### src/hdl/atlc_pkg.sv
// ----------------------------------------------------------------------------
// atlc_pkg
// Types and constants of the adaptive traffic light controller.
// ----------------------------------------------------------------------------
package atlc_pkg;

  localparam int unsigned CfgW    = 16;
  localparam int unsigned CfgIdxW = 2;
  localparam int unsigned ElapW   = 10;
  localparam int unsigned CntW    = 8;
  localparam int unsigned TimerW  = 17;
  localparam int unsigned PhaseW  = 2;
  localparam int unsigned TotW    = CntW + 1;
  localparam int unsigned ProdW   = CntW + CfgW;
  localparam int unsigned DivCntW = 4;
  localparam int unsigned InDataW  = 32;
  localparam int unsigned OutDataW = 24;

  localparam logic [TimerW-1:0] TimerMax = '1;

  localparam logic [CfgIdxW-1:0] RegMinGreen  = 2'd0;
  localparam logic [CfgIdxW-1:0] RegMaxGreen  = 2'd1;
  localparam logic [CfgIdxW-1:0] RegBaseGreen = 2'd2;
  localparam logic [CfgIdxW-1:0] RegYellow    = 2'd3;

  localparam logic [CfgW-1:0] MinGreenRst  = 16'd4000;
  localparam logic [CfgW-1:0] MaxGreenRst  = 16'd22000;
  localparam logic [CfgW-1:0] BaseGreenRst = 16'd10000;
  localparam logic [CfgW-1:0] YellowRst    = 16'd2000;

  localparam logic [PhaseW-1:0] PhNsGreen  = 2'd0;
  localparam logic [PhaseW-1:0] PhNsYellow = 2'd1;
  localparam logic [PhaseW-1:0] PhEwGreen  = 2'd2;
  localparam logic [PhaseW-1:0] PhEwYellow = 2'd3;

  typedef enum logic [1:0] {
    ST_IDLE,
    ST_DIV,
    ST_DONE
  } state_e;

  typedef struct packed {
    logic load;
    logic div_step;
    logic commit;
  } cmd_t;

  typedef struct packed {
    logic need_div;
    logic div_last;
  } status_t;

endpackage

### src/hdl/adaptive_traffic_light_controller.sv
// Flow: load, 16 divider steps on a green phase with vehicles present and no
// preemption, commit; the commit waits while an untaken result is held.
// Throughput: one request at a time, set by the 1-bit-per-cycle restoring
// divider; a finished result waits in the output register.
// Reset: asynchronous, active low; NS green, timer zero, config to defaults.
// ----------------------------------------------------------------------------
// adaptive_traffic_light_controller
// Four-phase signal controller with load-adaptive green time and preemption.
// ----------------------------------------------------------------------------
module adaptive_traffic_light_controller (
  input  logic                          clk_i,
  input  logic                          rst_ni,
  input  logic                          cfg_we_i,
  input  logic [atlc_pkg::CfgIdxW-1:0]  cfg_idx_i,
  input  logic [atlc_pkg::CfgW-1:0]     cfg_data_i,
  input  logic                          s_axis_tvalid,
  output logic                          s_axis_tready,
  // elapsed_ms[9:0], ns_count[17:10], ew_count[25:18],
  // ns_ambulance[26], ew_ambulance[27], zero pad
  input  logic [atlc_pkg::InDataW-1:0]  s_axis_tdata,
  output logic                          m_axis_tvalid,
  input  logic                          m_axis_tready,
  // light_phase[1:0], phase_time_ms[18:2], zero pad
  output logic [atlc_pkg::OutDataW-1:0] m_axis_tdata
);

  atlc_pkg::cmd_t    cmd;
  atlc_pkg::status_t status;

  atlc_ctrl u_ctrl (
    .clk_i         (clk_i),
    .rst_ni        (rst_ni),
    .s_axis_tvalid (s_axis_tvalid),
    .s_axis_tready (s_axis_tready),
    .m_axis_tvalid (m_axis_tvalid),
    .m_axis_tready (m_axis_tready),
    .status_i      (status),
    .cmd_o         (cmd)
  );

  atlc_dp u_dp (
    .clk_i      (clk_i),
    .rst_ni     (rst_ni),
    .cfg_we_i   (cfg_we_i),
    .cfg_idx_i  (cfg_idx_i),
    .cfg_data_i (cfg_data_i),
    .in_data_i  (s_axis_tdata),
    .out_data_o (m_axis_tdata),
    .cmd_i      (cmd),
    .status_o   (status)
  );

endmodule

### src/hdl/atlc_ctrl.sv
// ----------------------------------------------------------------------------
// atlc_ctrl
// Sequencer: request intake, divider stepping, result commit, output valid.
// ----------------------------------------------------------------------------
module atlc_ctrl (
  input  logic             clk_i,
  input  logic             rst_ni,
  input  logic             s_axis_tvalid,
  output logic             s_axis_tready,
  output logic             m_axis_tvalid,
  input  logic             m_axis_tready,
  input  atlc_pkg::status_t status_i,
  output atlc_pkg::cmd_t    cmd_o
);

  atlc_pkg::state_e state_q, state_d;
  logic out_valid_q, out_valid_d;

  always_ff @(posedge clk_i or negedge rst_ni) begin
    if (!rst_ni) begin
      state_q     <= atlc_pkg::ST_IDLE;
      out_valid_q <= 1'b0;
    end else begin
      state_q     <= state_d;
      out_valid_q <= out_valid_d;
    end
  end

  always_comb begin
    state_d = state_q;
    unique case (state_q)
      atlc_pkg::ST_IDLE: begin
        if (s_axis_tvalid) state_d = atlc_pkg::ST_DIV;
      end
      atlc_pkg::ST_DIV: begin
        if (!status_i.need_div || status_i.div_last) state_d = atlc_pkg::ST_DONE;
      end
      atlc_pkg::ST_DONE: begin
        if (!out_valid_q || m_axis_tready) state_d = atlc_pkg::ST_IDLE;
      end
      default: state_d = atlc_pkg::ST_IDLE;
    endcase
  end

  always_comb begin
    cmd_o         = '0;
    s_axis_tready = 1'b0;
    unique case (state_q)
      atlc_pkg::ST_IDLE: begin
        s_axis_tready = 1'b1;
        cmd_o.load    = s_axis_tvalid;
      end
      atlc_pkg::ST_DIV: begin
        cmd_o.div_step = status_i.need_div;
      end
      atlc_pkg::ST_DONE: begin
        cmd_o.commit = !out_valid_q || m_axis_tready;
      end
      default: ;
    endcase
  end

  always_comb begin
    if (cmd_o.commit) begin
      out_valid_d = 1'b1;
    end else if (m_axis_tready) begin
      out_valid_d = 1'b0;
    end else begin
      out_valid_d = out_valid_q;
    end
  end

  assign m_axis_tvalid = out_valid_q;

endmodule

### src/hdl/atlc_dp.sv
// ----------------------------------------------------------------------------
// atlc_dp
// Datapath: config registers, phase state, green-time multiply and
// restoring divider, limit compare and result register.
// ----------------------------------------------------------------------------
module atlc_dp (
  input  logic                           clk_i,
  input  logic                           rst_ni,
  input  logic                           cfg_we_i,
  input  logic [atlc_pkg::CfgIdxW-1:0]   cfg_idx_i,
  input  logic [atlc_pkg::CfgW-1:0]      cfg_data_i,
  input  logic [atlc_pkg::InDataW-1:0]   in_data_i,
  output logic [atlc_pkg::OutDataW-1:0]  out_data_o,
  input  atlc_pkg::cmd_t                 cmd_i,
  output atlc_pkg::status_t              status_o
);

  localparam int unsigned TW = atlc_pkg::TimerW;
  localparam int unsigned CW = atlc_pkg::CfgW;

  logic [CW-1:0] min_q, max_q, base_q, yellow_q;
  logic [atlc_pkg::PhaseW-1:0] phase_q, phase_d;
  logic [TW-1:0] timer_q, timer_d;

  logic [atlc_pkg::ElapW-1:0] in_elap;
  logic [atlc_pkg::CntW-1:0]  in_ns, in_ew, in_cnt;
  logic                       in_ns_amb, in_ew_amb;
  logic [CW-1:0]              span;
  logic [TW:0]                sum_wide;

  logic [TW-1:0]              tsum_q;
  logic [atlc_pkg::TotW-1:0]  tot_q;
  logic                       preempt_q;
  logic [atlc_pkg::PhaseW-1:0] pre_phase_q;
  logic [atlc_pkg::TotW-1:0]  rem_q, rem_d;
  logic [CW-1:0]              dvd_q, dvd_d;
  logic [atlc_pkg::DivCntW-1:0] cnt_q;
  logic [atlc_pkg::TotW:0]    trial;
  logic [atlc_pkg::ProdW-1:0] prod;

  logic                       green;
  logic [TW-1:0]              limit;
  logic [atlc_pkg::PhaseW-1:0] out_phase_q;
  logic [TW-1:0]              out_time_q;

  assign in_elap   = in_data_i[9:0];
  assign in_ns     = in_data_i[17:10];
  assign in_ew     = in_data_i[25:18];
  assign in_ns_amb = in_data_i[26];
  assign in_ew_amb = in_data_i[27];

  always_ff @(posedge clk_i or negedge rst_ni) begin
    if (!rst_ni) begin
      min_q    <= atlc_pkg::MinGreenRst;
      max_q    <= atlc_pkg::MaxGreenRst;
      base_q   <= atlc_pkg::BaseGreenRst;
      yellow_q <= atlc_pkg::YellowRst;
    end else if (cfg_we_i) begin
      unique case (cfg_idx_i)
        atlc_pkg::RegMinGreen:  min_q    <= cfg_data_i;
        atlc_pkg::RegMaxGreen:  max_q    <= cfg_data_i;
        atlc_pkg::RegBaseGreen: base_q   <= cfg_data_i;
        atlc_pkg::RegYellow:    yellow_q <= cfg_data_i;
        default: ;
      endcase
    end
  end

  assign span     = (max_q >= min_q) ? (max_q - min_q) : '0;
  assign in_cnt   = (phase_q == atlc_pkg::PhEwGreen) ? in_ew : in_ns;
  assign prod     = in_cnt * span;
  assign sum_wide = {1'b0, timer_q} + {{(TW + 1 - atlc_pkg::ElapW){1'b0}}, in_elap};
  assign green    = (phase_q == atlc_pkg::PhNsGreen) || (phase_q == atlc_pkg::PhEwGreen);

  // restoring divide step, quotient bits shift in from the bottom
  assign trial = {rem_q, dvd_q[CW-1]};

  always_comb begin
    rem_d = rem_q;
    dvd_d = dvd_q;
    if (cmd_i.load) begin
      rem_d = {1'b0, prod[atlc_pkg::ProdW-1:CW]};
      dvd_d = prod[CW-1:0];
    end else if (cmd_i.div_step) begin
      if (trial >= {1'b0, tot_q}) begin
        rem_d = atlc_pkg::TotW'(trial - {1'b0, tot_q});
        dvd_d = {dvd_q[CW-2:0], 1'b1};
      end else begin
        rem_d = trial[atlc_pkg::TotW-1:0];
        dvd_d = {dvd_q[CW-2:0], 1'b0};
      end
    end
  end

  always_ff @(posedge clk_i) begin
    rem_q <= rem_d;
    dvd_q <= dvd_d;
    if (cmd_i.load) begin
      tsum_q      <= sum_wide[TW] ? atlc_pkg::TimerMax : sum_wide[TW-1:0];
      tot_q       <= {1'b0, in_ns} + {1'b0, in_ew};
      preempt_q   <= in_ns_amb ^ in_ew_amb;
      pre_phase_q <= in_ns_amb ? atlc_pkg::PhNsGreen : atlc_pkg::PhEwGreen;
    end
  end

  always_ff @(posedge clk_i or negedge rst_ni) begin
    if (!rst_ni) begin
      cnt_q <= '0;
    end else if (cmd_i.load) begin
      cnt_q <= '0;
    end else if (cmd_i.div_step) begin
      cnt_q <= cnt_q + 1'b1;
    end
  end

  assign status_o.need_div = !preempt_q && green && (tot_q != '0);
  assign status_o.div_last = (cnt_q == '1);

  always_comb begin
    if (!green) begin
      limit = {1'b0, yellow_q};
    end else if (tot_q == '0) begin
      limit = {1'b0, base_q};
    end else begin
      limit = {1'b0, min_q} + {1'b0, dvd_q};
    end
  end

  always_comb begin
    phase_d = phase_q;
    timer_d = timer_q;
    if (cmd_i.commit) begin
      if (preempt_q) begin
        phase_d = pre_phase_q;
        timer_d = '0;
      end else if (tsum_q > limit) begin
        phase_d = phase_q + 1'b1;
        timer_d = '0;
      end else begin
        timer_d = tsum_q;
      end
    end
  end

  always_ff @(posedge clk_i or negedge rst_ni) begin
    if (!rst_ni) begin
      phase_q <= atlc_pkg::PhNsGreen;
      timer_q <= '0;
    end else begin
      phase_q <= phase_d;
      timer_q <= timer_d;
    end
  end

  always_ff @(posedge clk_i) begin
    if (cmd_i.commit) begin
      out_phase_q <= phase_d;
      out_time_q  <= timer_d;
    end
  end

  assign out_data_o = {{(atlc_pkg::OutDataW - TW - atlc_pkg::PhaseW){1'b0}},
                       out_time_q, out_phase_q};

endmodule

### config.mk
export PLATFORM = sky130hd
export DESIGN_NAME = adaptive_traffic_light_controller
export DESIGN_NICKNAME = d
export VERILOG_FILES = /design/src/hdl/atlc_pkg.sv /design/src/hdl/adaptive_traffic_light_controller.sv /design/src/hdl/atlc_ctrl.sv /design/src/hdl/atlc_dp.sv
export SDC_FILE = /design/constraint.sdc
export NUM_CORES = 1
export LEC_CHECK = 0
export BUFFER_PORTS_ARGS = -buffer_cell sky130_fd_sc_hd__buf_2
export CAP_MARGIN = 20
export CORE_UTILIZATION = 54
export DETAILED_ROUTE_END_ITERATION = 10
export PLACE_DENSITY = 0.72
export SLEW_MARGIN = 20
export SYNTH_ARGS = -nofsm -noshare
export SYNTH_HDL_FRONTEND = slang
export SYNTH_SLANG_ARGS = --single-unit
### constraint.sdc
create_clock -name clk_i -period 13.1 [get_ports clk_i]
set_input_delay 2.62 -clock clk_i [delete_from_list [all_inputs] [get_ports clk_i]]
set_output_delay 2.62 -clock clk_i [all_outputs]
set_load 0.02 [all_outputs]
==> metrics, run 1 <==
result of the run=finished, violations left; failing checks=design-rule violations; level count of the clock H-tree=4; leftover overflow at the end of global routing=0; number of violations reported at the end of detailed-routing iteration 0=608; worst hold slack across all endpoints=roughly 480 ps; Max Cap Violations=0; critical path startpoint category=input port; first-pass GRT wire length=about 50,000 µm; post-detailed-placement half-perimeter wirelength=24,400 µm; number of buffers created by CTS=17; initial core utilization=approximately 55%; wire length after detailed routing=31,000 µm; main area contributors after synthesis=sky130_fd_sc_hd__edfxtp_1, sky130_fd_sc_hd__fa_1, sky130_fd_sc_hd__dfrtp_1; most common cell after layout, fill and taps aside=sky130_fd_sc_hd__nor2_1; clock latency reported for the late side of the worst-skew pair=440 ps; io pins=81; fraction of registers with async set/reset=55.6%; most frequently used flop master after synthesis=sky130_fd_sc_hd__edfxtp_1; synthesis-to-layout area growth=8.74%; number of buffers added to fix hold violations after cts=0; area share of and/or/nand/nor cells after synthesis=~14%; proportion of synthesized chip area in sequential cells=between 30% and 40%; number of flops mapped to enable cells by yosys=71; adder-cell share of the synthesized area=about 24%; antenna-violating nets left=0; gpl congestion=~0.87; post-layout net count=around 1,700; final cell count without fillers=between 1,500 and 2,000; post-synthesis cell area=about 0.014 mm²; placed cell area=roughly 0.014 mm²; Sinks on Clock Net=~160; routed length per instance=~17 µm; number of cells upsized or downsized after cts=0; worst clock skew=~16 ps; complex-gate fraction of the synthesized area=around 14%; vias after detailed routing=between 10,000 and 15,000; setup repair after global routing missed its margin=no; Total Neg Setup Slack=0 ps; share of the synthesized netlist area taken by xor and xnor gates=3.81%; Period Utilization, post-route=57.4%; Final Slew Violations=0; post-route design area=around 0.015 mm²; initial antenna violation count=0; TritonCTS clock tree=built; count of TritonRoute iterations in the first routing pass=8; Critical Path RT=13,280 ps; count of buffers from port buffering=71; class of the tightest hold or removal check=register to register; post-route minimum period=about 7500 ps; synth warn=0; Final setup viols=0; crit-path max FO=16; Worst Setup End Kind=register; critical path data arrival time=between 7000 and 8000 ps; Chip Height=roughly 160 µm; final count of hold timing violations=0; slew at the pin with the worst max-slew slack=slightly above 1000 ps; most frequent cells in the layout=sky130_fd_sc_hd__nor2_1, sky130_fd_sc_hd__inv_1, sky130_fd_sc_hd__ha_1; DRC violations left=2; flip-flop and latch count after synthesis=~160; main combinational cell family by area after synthesis=adder cells; placeable core area=about 0.025 mm²; largest net degree at the start of global routing=51; via density per instance=approximately 5.7; Cells after Synth=1,403; n_diodes=0; average size of a mapped cell=roughly 9.8 µm²; library cells used by synthesis=about 80; proportion of layout cells with a drive suffix above 1=between 10% and 20%; clock transition at the register clock pins on the worst setup and hold paths after CTS=about 70 ps; fraction of synthesized cell area taken by the top area cell type=between 10% and 20%; max_slew headroom=a little under a third; DIE WIDTH=between 150 and 200 µm; vias in the first global route=slightly above 10,000; number of placement rows=between 50 and 60; Placed Cells=around 1,800; cell accounting for the most synthesized area=sky130_fd_sc_hd__edfxtp_1; full die area=approximately 0.026 mm²; start-to-end type of the worst setup path=input port to register; buffers inserted by post-CTS timing repair=0; post-synthesis mux area share=under 10%; Peak Freq=roughly 130 MHz; clock root buffer=sky130_fd_sc_hd__clkbuf_16; GRT Resource Usage Total=between 20% and 30%; buffers from clock root to sink, at most=2
per-stage QoR:
step / utilization, % / setup slack, ps
detailed placement: 57.0 / 5170
floorplan: - / 5840
finish: 59.6 / 5590
global route: 59.6 / 5350
global placement: 57.0 / 5180
CTS: 59.6 / 5620
critical path, stage by stage:
cell,delay [ps]
sky130_fd_sc_hd__buf_2,100
sky130_fd_sc_hd__mux2_2,250
sky130_fd_sc_hd__nand2_1,490
sky130_fd_sc_hd__nor2_1,150
sky130_fd_sc_hd__fa_1,540
sky130_fd_sc_hd__inv_1,50
sky130_fd_sc_hd__fa_1,470
sky130_fd_sc_hd__inv_1,50
sky130_fd_sc_hd__fa_1,520
sky130_fd_sc_hd__inv_1,50
sky130_fd_sc_hd__fa_1,530
sky130_fd_sc_hd__inv_1,40
sky130_fd_sc_hd__ha_1,340
sky130_fd_sc_hd__o211ai_1,110
sky130_fd_sc_hd__a21oi_1,90
sky130_fd_sc_hd__o41a_1,480
sky130_fd_sc_hd__a211oi_2,370
sky130_fd_sc_hd__o21ba_2,190
sky130_fd_sc_hd__xor2_1,160
sky130_fd_sc_hd__a21oi_1,80
synthesized netlist by cell type, drive strengths merged, types with 12 or more instances:
cell type and count:
buf 20, o211ai 15, or2 22, ha 123, clkbuf 24, nand2 113
a211oi 15, nor3 15, xnor2 32, edfxtp 71, a21o 22, a21oi 76
xor2 27, nand2b 17, fa 89, o21bai 12, o21a 12, mux2 57
inv 147, nand3 25, a22o 17, mux2i 12, o21ai 76, dfrtp 65
dfstp 25, nor2 170
area by class of cell:
| cell class | count | area (µm²) |
|---|---|---|
| Clock buffer | 18 | 450 |
| Timing Repair Buffer | 77 | 403 |
| Inverter | 147 | 552 |
| Sequential cell | 162 | 4440 |
| Fill cell | 2215 | 10200 |
| Multi-Input combinational cell | 1054 | 8510 |
| Tap cell | 330 | 413 |
| Clock inverter | 14 | 186 |
state kept, by name (all words and copies together) (netlist names), 2 cells and up:
register and cells:
u_dp.min_q 16, u_dp.out_time_q 17, u_dp.max_q 16, u_dp.tsum_q 17
u_dp.tot_q 9, u_dp.phase_q 2, u_dp.rem_q 9, u_dp.yellow_q 16
u_dp.out_phase_q 2, u_dp.timer_q 17, u_dp.dvd_q 16, u_dp.base_q 16
u_ctrl.state_q 2, u_dp.cnt_q 4
metal layers:
metal	wire length (µm)	up-vias	global-route usage, %
met5	0	-	0
met4	595	0	7.59
met3	1040	31	2.90
met2	15200	226	41.9
met1	14100	4998	32.4
li1	-	4946	-
path summary, 6_finish.rpt:
kind	endpoint	slack, ps	cells past startpoint	start
worst max-delay path	u_dp.rem_q[3]	5590	20	s_axis_tdata[21]
worst min-delay path	u_dp.rem_q[8]	480	2	u_dp.rem_q[8]
worst max register to register	u_dp.rem_q[6]	5860	24	u_dp.min_q[9]
worst min register to register	u_dp.rem_q[8]	480	2	u_dp.rem_q[8]
max in group asynchronous	u_dp.max_q[9]	9880	2	rst_ni
min in group asynchronous	u_dp.timer_q[5]	2150	1	rst_ni
logic make-up after synthesis:
kind of cell,Yosys count
muxes,69
AOI/OAI and AO/OA,293
xor gates and xnor gates,59
DFF,162
and+or+nand+nor,416
other,1
adders and majority gates,212
buffers and inverters,191
Power of run 1 is not shown: default switching activity piles up to over one toggle a cycle in this logic, so the estimate is an artifact.
==> run 2, diff against run 1 <==
clock period = 7.7 ns   (was 13.1 ns; I/O delays follow)
==> run 2 against run 1 <==
The flow still finishes with violations (design-rule violations). Via count increased by 0.84%. Clock skew increased by 1.7 ps. Final cell count increased by 0.61%. Register-to-register slack got worse by 5200 ps. Cell area increased by 0.29%. Clock-buffer cell count unchanged. First-iteration DRC count increased by 2.5%. Global-route usage increased by 0.39 points. Sequential cell count unchanged. Critical path depth increased by 5. Sequential share of layout area decreased by 0.087 points. Routed wire length increased by 0.91%. Critical path type is now register to register.
==> metrics, run 2 (synthesis results as in run 1) <==
buffers inserted by post-CTS timing repair=0 (unchanged); full die area=0.0261 mm² (unchanged); Critical Path RT=7880 ps (-5400 ps); post-detailed-placement half-perimeter wirelength=24,500 µm (+0.53%); Period Utilization, post-route=between 90% and 100%; first-pass GRT wire length=51,400 µm (+1.9%); crit-path max FO=16 (unchanged); number of buffers added to fix hold violations after cts=0 (unchanged); routed length per instance=17.2 µm (+0.30%); Peak Freq=143 MHz; number of cells upsized or downsized after cts=0 (unchanged); count of TritonRoute iterations in the first routing pass=10 (+2); initial antenna violation count=0 (unchanged); Worst Setup End Kind=register; failing checks=design-rule violations; clock root buffer=sky130_fd_sc_hd__clkbuf_16; class of the tightest hold or removal check=register to register; gpl congestion=0.885 (+1.5%); via density per instance=5.67 (+0.23%); Fillers=2,177 (-1.7%); GRT Resource Usage Total=24.9% (+0.39 points); CP dominant cell by count=sky130_fd_sc_hd__fa_1; DIE WIDTH=162 µm (unchanged); DRC violations left=2 (unchanged); n_diodes=0 (unchanged); startpoint of the lowest-slack hold path=u_dp.rem_q[8]; largest net degree at the start of global routing=51 (unchanged); count of buffers from port buffering=71 (unchanged); result of the run=finished, violations left; vias after detailed routing=10,287 (+0.84%); critical path data arrival time=7190 ps (-510 ps); worst hold slack across all endpoints=479 ps (+2.51 ps); most frequent cells in the layout=sky130_fd_sc_hd__nor2_1, sky130_fd_sc_hd__inv_1, sky130_fd_sc_hd__ha_1; startpoint of the most critical register-to-register path=u_dp.min_q[0]; level count of the clock H-tree=4 (unchanged); final count of hold timing violations=0 (unchanged); max_slew headroom=39.0% (+7.4 points); post-route minimum period=~7000 ps; proportion of layout cells with a drive suffix above 1=17.0% (+0.62 points); slew at the pin with the worst max-slew slack=913 ps (-111 ps); Largest regs=u_dp.out_time_q x17, u_dp.timer_q x17, u_dp.tsum_q x17; crit-path leading delay family=adder cells; buffers from clock root to sink, at most=2 (unchanged); TritonCTS clock tree=built; start-to-end type of the worst setup path=register to register; Total Neg Setup Slack=0 ps (unchanged); number of buffers created by CTS=17 (unchanged); worst setup slack after layout=687 ps (-4900 ps); clock latency reported for the late side of the worst-skew pair=440 ps (about the same); core utilization of the finished layout=59.7% (+0.17 points); number of violations reported at the end of detailed-routing iteration 0=623 (+2.5%); Critical path origin=u_dp.min_q[0]; wire length after detailed routing=31,300 µm (+0.91%); Final setup viols=0 (unchanged); Final Slew Violations=0 (unchanged); Chip Height=162 µm (unchanged); io pins=81 (unchanged); placeable core area=0.0251 mm² (unchanged); synthesis-to-layout area growth=9.06%; initial core utilization=54.8% (unchanged); Critical-path top delay cell=sky130_fd_sc_hd__fa_1; Critical Path Max Stage Delay=550 ps (about the same); worst clock skew=17.5 ps (+1.69 ps); vias in the first global route=10,302 (+2.0%); setup repair after global routing missed its margin=no; pre-CTS WS=720 ps (-4450 ps); antenna-violating nets left=0 (unchanged); critical path startpoint category=register; clock transition at the register clock pins on the worst setup and hold paths after CTS=70 ps (about the same); worst path bufs/invs=4 (-1); Max Cap Violations=0 (unchanged); Sinks on Clock Net=162 (unchanged); number of placement rows=58 (unchanged); most common cell after layout, fill and taps aside=sky130_fd_sc_hd__nor2_1; leftover overflow at the end of global routing=0 (unchanged); post-layout net count=1,737 (+0.64%)
## run 2: through the flow
| step | std cells | cell area, µm² |
|---|---|---|
| 2_1_floorplan | 1407 | 13800 |
| 3_3_place_gp | 1780 | 14400 |
| 3_5_place_dp | 1780 | 14400 |
| 4_1_cts | 1812 | 15000 |
| 5_1_grt | 1813 | 15000 |
| 6_report | 1813 | 15000 |
## run 2: area by class of cell
class / instances / area (µm²) / area share, %
tap: 330 / 413 / 2.75
inverter: 147 / 552 / 3.68
timing repair buffer: 88 / 493 / 3.29
clock buffer: 18 / 450 / 3.00
multi-input combinational: 1054 / 8510 / 56.8
sequential: 162 / 4440 / 29.6
clock inverter: 14 / 140 / 0.934
## run 2: worst reg2reg max path, stage by stage, from the launching register on
cell and delay, ps:
sky130_fd_sc_hd__dfrtp_1 420, sky130_fd_sc_hd__ha_1 230, sky130_fd_sc_hd__fa_1 390, sky130_fd_sc_hd__nand2b_1 190, sky130_fd_sc_hd__a211oi_2 300, sky130_fd_sc_hd__o31ai_2 140
sky130_fd_sc_hd__a21oi_1 140, sky130_fd_sc_hd__a211o_2 260, sky130_fd_sc_hd__buf_4 240, sky130_fd_sc_hd__nand2_4 150, sky130_fd_sc_hd__or2_1 270, sky130_fd_sc_hd__fa_1 490
sky130_fd_sc_hd__fa_1 550, sky130_fd_sc_hd__inv_1 60, sky130_fd_sc_hd__fa_1 520, sky130_fd_sc_hd__inv_1 50, sky130_fd_sc_hd__fa_1 530, sky130_fd_sc_hd__inv_1 40
sky130_fd_sc_hd__ha_1 340, sky130_fd_sc_hd__o211ai_1 120, sky130_fd_sc_hd__a21oi_1 90, sky130_fd_sc_hd__o41a_1 480, sky130_fd_sc_hd__a211oi_2 340, sky130_fd_sc_hd__o21ba_2 190
sky130_fd_sc_hd__xor2_1 150, sky130_fd_sc_hd__a21oi_1 80
## run 2: worst paths after layout
path	to	slack, ps	cells after the start
max reg2reg	u_dp.rem_q[3]	690	25
min in group asynchronous	u_dp.timer_q[5]	1080	1
min	u_dp.rem_q[8]	480	2
max	u_dp.rem_q[3]	690	25
min reg2reg	u_dp.rem_q[8]	480	2
max in group asynchronous	u_dp.max_q[2]	5560	2
## run 2: routing by layer
| layer | global-route usage, % | vias up | routed length (µm) | part of all wire [%] |
|---|---|---|---|---|
| met4 | 8.79 | 0 | 872 | 2.8 |
| met2 | 42.1 | 240 | 15100 | 48 |
| li1 | - | 4950 | - | - |
| met3 | 3.11 | 50 | 1070 | 3.4 |
| met5 | 0 | - | 0 | 0 |
| met1 | 32.8 | 5047 | 14200 | 45 |
Power of run 2 is left out for the same reason.
==> run 3, diff against run 2 <==
==> constraint.sdc (replaced) <==
create_clock -name clk_i -period 7.7 [get_ports clk_i]
set_input_delay 0.77 -clock clk_i [delete_from_list [all_inputs] [get_ports clk_i]]
set_output_delay 0.77 -clock clk_i [all_outputs]
set_load 0.02 [all_outputs]
==> run 3 against run 2 <==
The run still ends with design-rule violations left. Critical path type unchanged. Final cell count is 0.11% lower. Sequential share of layout area is 0.082 points higher. Cell area is 0.28% lower. Critical path depth is 1 lower. First-iteration DRC count is 7.7% higher. Hold slack worse by 170 ps.
==> metrics, run 3 (synthesis results as in run 1) <==
DRC violations left=2 (unchanged); leftover overflow at the end of global routing=0 (unchanged); setup repair after global routing missed its margin=no; TritonCTS clock tree=built; post-route minimum period=7020 ps (+4.32 ps); Critical Path RT=7880 ps (about the same); n_diodes=0 (unchanged); level count of the clock H-tree=4 (unchanged); result of the run=finished, violations left; failing checks=design-rule violations; most common cell after layout, fill and taps aside=sky130_fd_sc_hd__nor2_1; buffers from clock root to sink, at most=2 (unchanged); gpl congestion=0.876 (-0.97%); via density per instance=5.61 (-1.1%); core utilization of the finished layout=59.6% (-0.16 points); clock latency reported for the late side of the worst-skew pair=430 ps (about the same); initial antenna violation count=0 (unchanged); placeable core area=0.0251 mm² (unchanged); Fillers=2,166 (-0.51%); worst clock skew=12.5 ps (-5.00 ps); number of placement rows=58 (unchanged); Peak Freq=142 MHz (about the same); count of TritonRoute iterations in the first routing pass=8 (-2); GR met3 Demand/Resource=3.29% (+0.18 points); crit-path max FO=9 (-7); number of buffers created by CTS=17 (unchanged); number of violations reported at the end of detailed-routing iteration 0=671 (+7.7%); routed length per instance=16.7 µm (-3.0%); Final Slew Violations=0 (unchanged); class of the tightest hold or removal check=input port to asynchronous set/reset pin; largest net degree at the start of global routing=51 (unchanged); layer with the highest usage after global routing=met2; Final setup viols=0 (unchanged); Critical Path Max Stage Delay=560 ps (about the same); clock transition at the register clock pins on the worst setup and hold paths after CTS=70 ps (about the same); slew at the pin with the worst max-slew slack=1040 ps (+124 ps); antenna-violating nets left=0 (unchanged); Total Neg Setup Slack=0 ps (unchanged); worst hold slack across all endpoints=308 ps (-171 ps); initial core utilization=54.8% (unchanged); critical path startpoint category=register; count of buffers from port buffering=71 (unchanged); Period Utilization, post-route=91.1% (about the same); Max Cap Violations=0 (unchanged); start-to-end type of the worst setup path=register to register; buffers inserted by post-CTS timing repair=0 (unchanged); io pins=81 (unchanged); most frequent cells in the layout=sky130_fd_sc_hd__nor2_1, sky130_fd_sc_hd__inv_1, sky130_fd_sc_hd__ha_1; clock root buffer=sky130_fd_sc_hd__clkbuf_16; proportion of layout cells with a drive suffix above 1=16.9% (-0.11 points); M1 GR Usage=32.6% (-0.25 points); number of buffers added to fix hold violations after cts=0 (unchanged); first-pass GRT wire length=50,200 µm (-2.4%); Critical-path top delay cell=sky130_fd_sc_hd__fa_1; vias after detailed routing=10,164 (-1.2%); max_slew headroom=30.7% (-8.2 points); wire length after detailed routing=30,300 µm (-3.1%); Worst Setup End Kind=register; final count of hold timing violations=0 (unchanged); post-layout net count=1,735 (-0.12%); GRT Resource Usage Total=24.2% (-0.65 points); DIE WIDTH=162 µm (unchanged); post-detailed-placement half-perimeter wirelength=24,200 µm (-1.6%); Sinks on Clock Net=162 (unchanged); cells traversed along the worst timing path=inv_1 -> ha_1 -> nand3_2 -> nor4_1 -> a21oi_1 -> a21oi_1 -> a211o_2 -> nand2_1 -> buf_4 -> or2_1 -> fa_1 -> inv_1 -> fa_1 -> fa_1 -> inv_1 -> fa_1 -> inv_1 -> ha_1 -> nand2_1 -> o21bai_1 -> a21oi_1 -> a21boi_0 -> or4_1 -> and3_1; full die area=0.0261 mm² (unchanged); number of cells upsized or downsized after cts=0 (unchanged); Chip Height=162 µm (unchanged); synthesis-to-layout area growth=8.76%; Largest regs=u_dp.out_time_q x17, u_dp.timer_q x17, u_dp.tsum_q x17; met2 track demand over resource in global routing=39.5% (-2.6 points); vias in the first global route=10,150 (-1.5%); critical path data arrival time=7200 ps (about the same)
==> run 3: changes by cell type in the layout (fill, tap and decap cells not counted) <==
cell / previous run / this run
sky130_fd_sc_hd__buf_4: 17 / 16
sky130_fd_sc_hd__clkbuf_16: 18 / 17
sky130_fd_sc_hd__clkinv_4: 2 / 1
sky130_fd_sc_hd__buf_8: 1 / 0
sky130_fd_sc_hd__clkinvlp_4: 1 / 3
==> run 3: final timing paths <==
path,cells after the start,start,slack [ps],end
min,1,rst_ni,310,u_dp.timer_q[5]
min in group clk_i,2,u_dp.rem_q[8],480,u_dp.rem_q[8]
min reg2reg,2,u_dp.rem_q[8],480,u_dp.rem_q[8]
max,24,u_dp.min_q[9],680,u_dp.rem_q[0]
max in group asynchronous,2,rst_ni,6330,u_dp.min_q[0]
max reg2reg,24,u_dp.min_q[9],680,u_dp.rem_q[0]
==> run 3: area by class of cell <==
class                           instances  area [µm²]  share of cell area, %
Multi-Input combinational cell       1054        8510                   56.9
Sequential cell                       162        4440                   29.7
Inverter                              147         552                   3.69
Timing Repair Buffer                   86         470                   3.15
Clock buffer                           17         425                   2.84
Tap cell                              330         413                   2.76
Clock inverter                         15         146                  0.979
==> run 3: critical path: cells and delay by family (launching register included) <==
family / cells / cell delay (ps)
adders and majority gates: 6 / 2820
AOI/OAI and AO/OA: 6 / 1100
and+or+nand+nor: 7 / 1820
DFF: 1 / 540
buffers and inverters: 5 / 470
==> run 3: per-stage QoR <==
step / setup WS (ps) / instance area [µm²] / instances
after floorplan: 1390 / 13800 / 1407
after global placement: 754 / 14400 / 1779
after detailed placement: 767 / 14400 / 1779
after CTS: 736 / 15000 / 1811
after global routing: 309 / 15000 / 1811
final: 682 / 15000 / 1811
==> run 3: routing by layer <==
metal / vias to the layer above / share of wire (%)
li1: 4949 / -
met1: 4916 / 46
met2: 243 / 47
met3: 56 / 3.8
met4: 0 / 3.0
met5: - / 0
Power of run 3 is left out for the same reason.
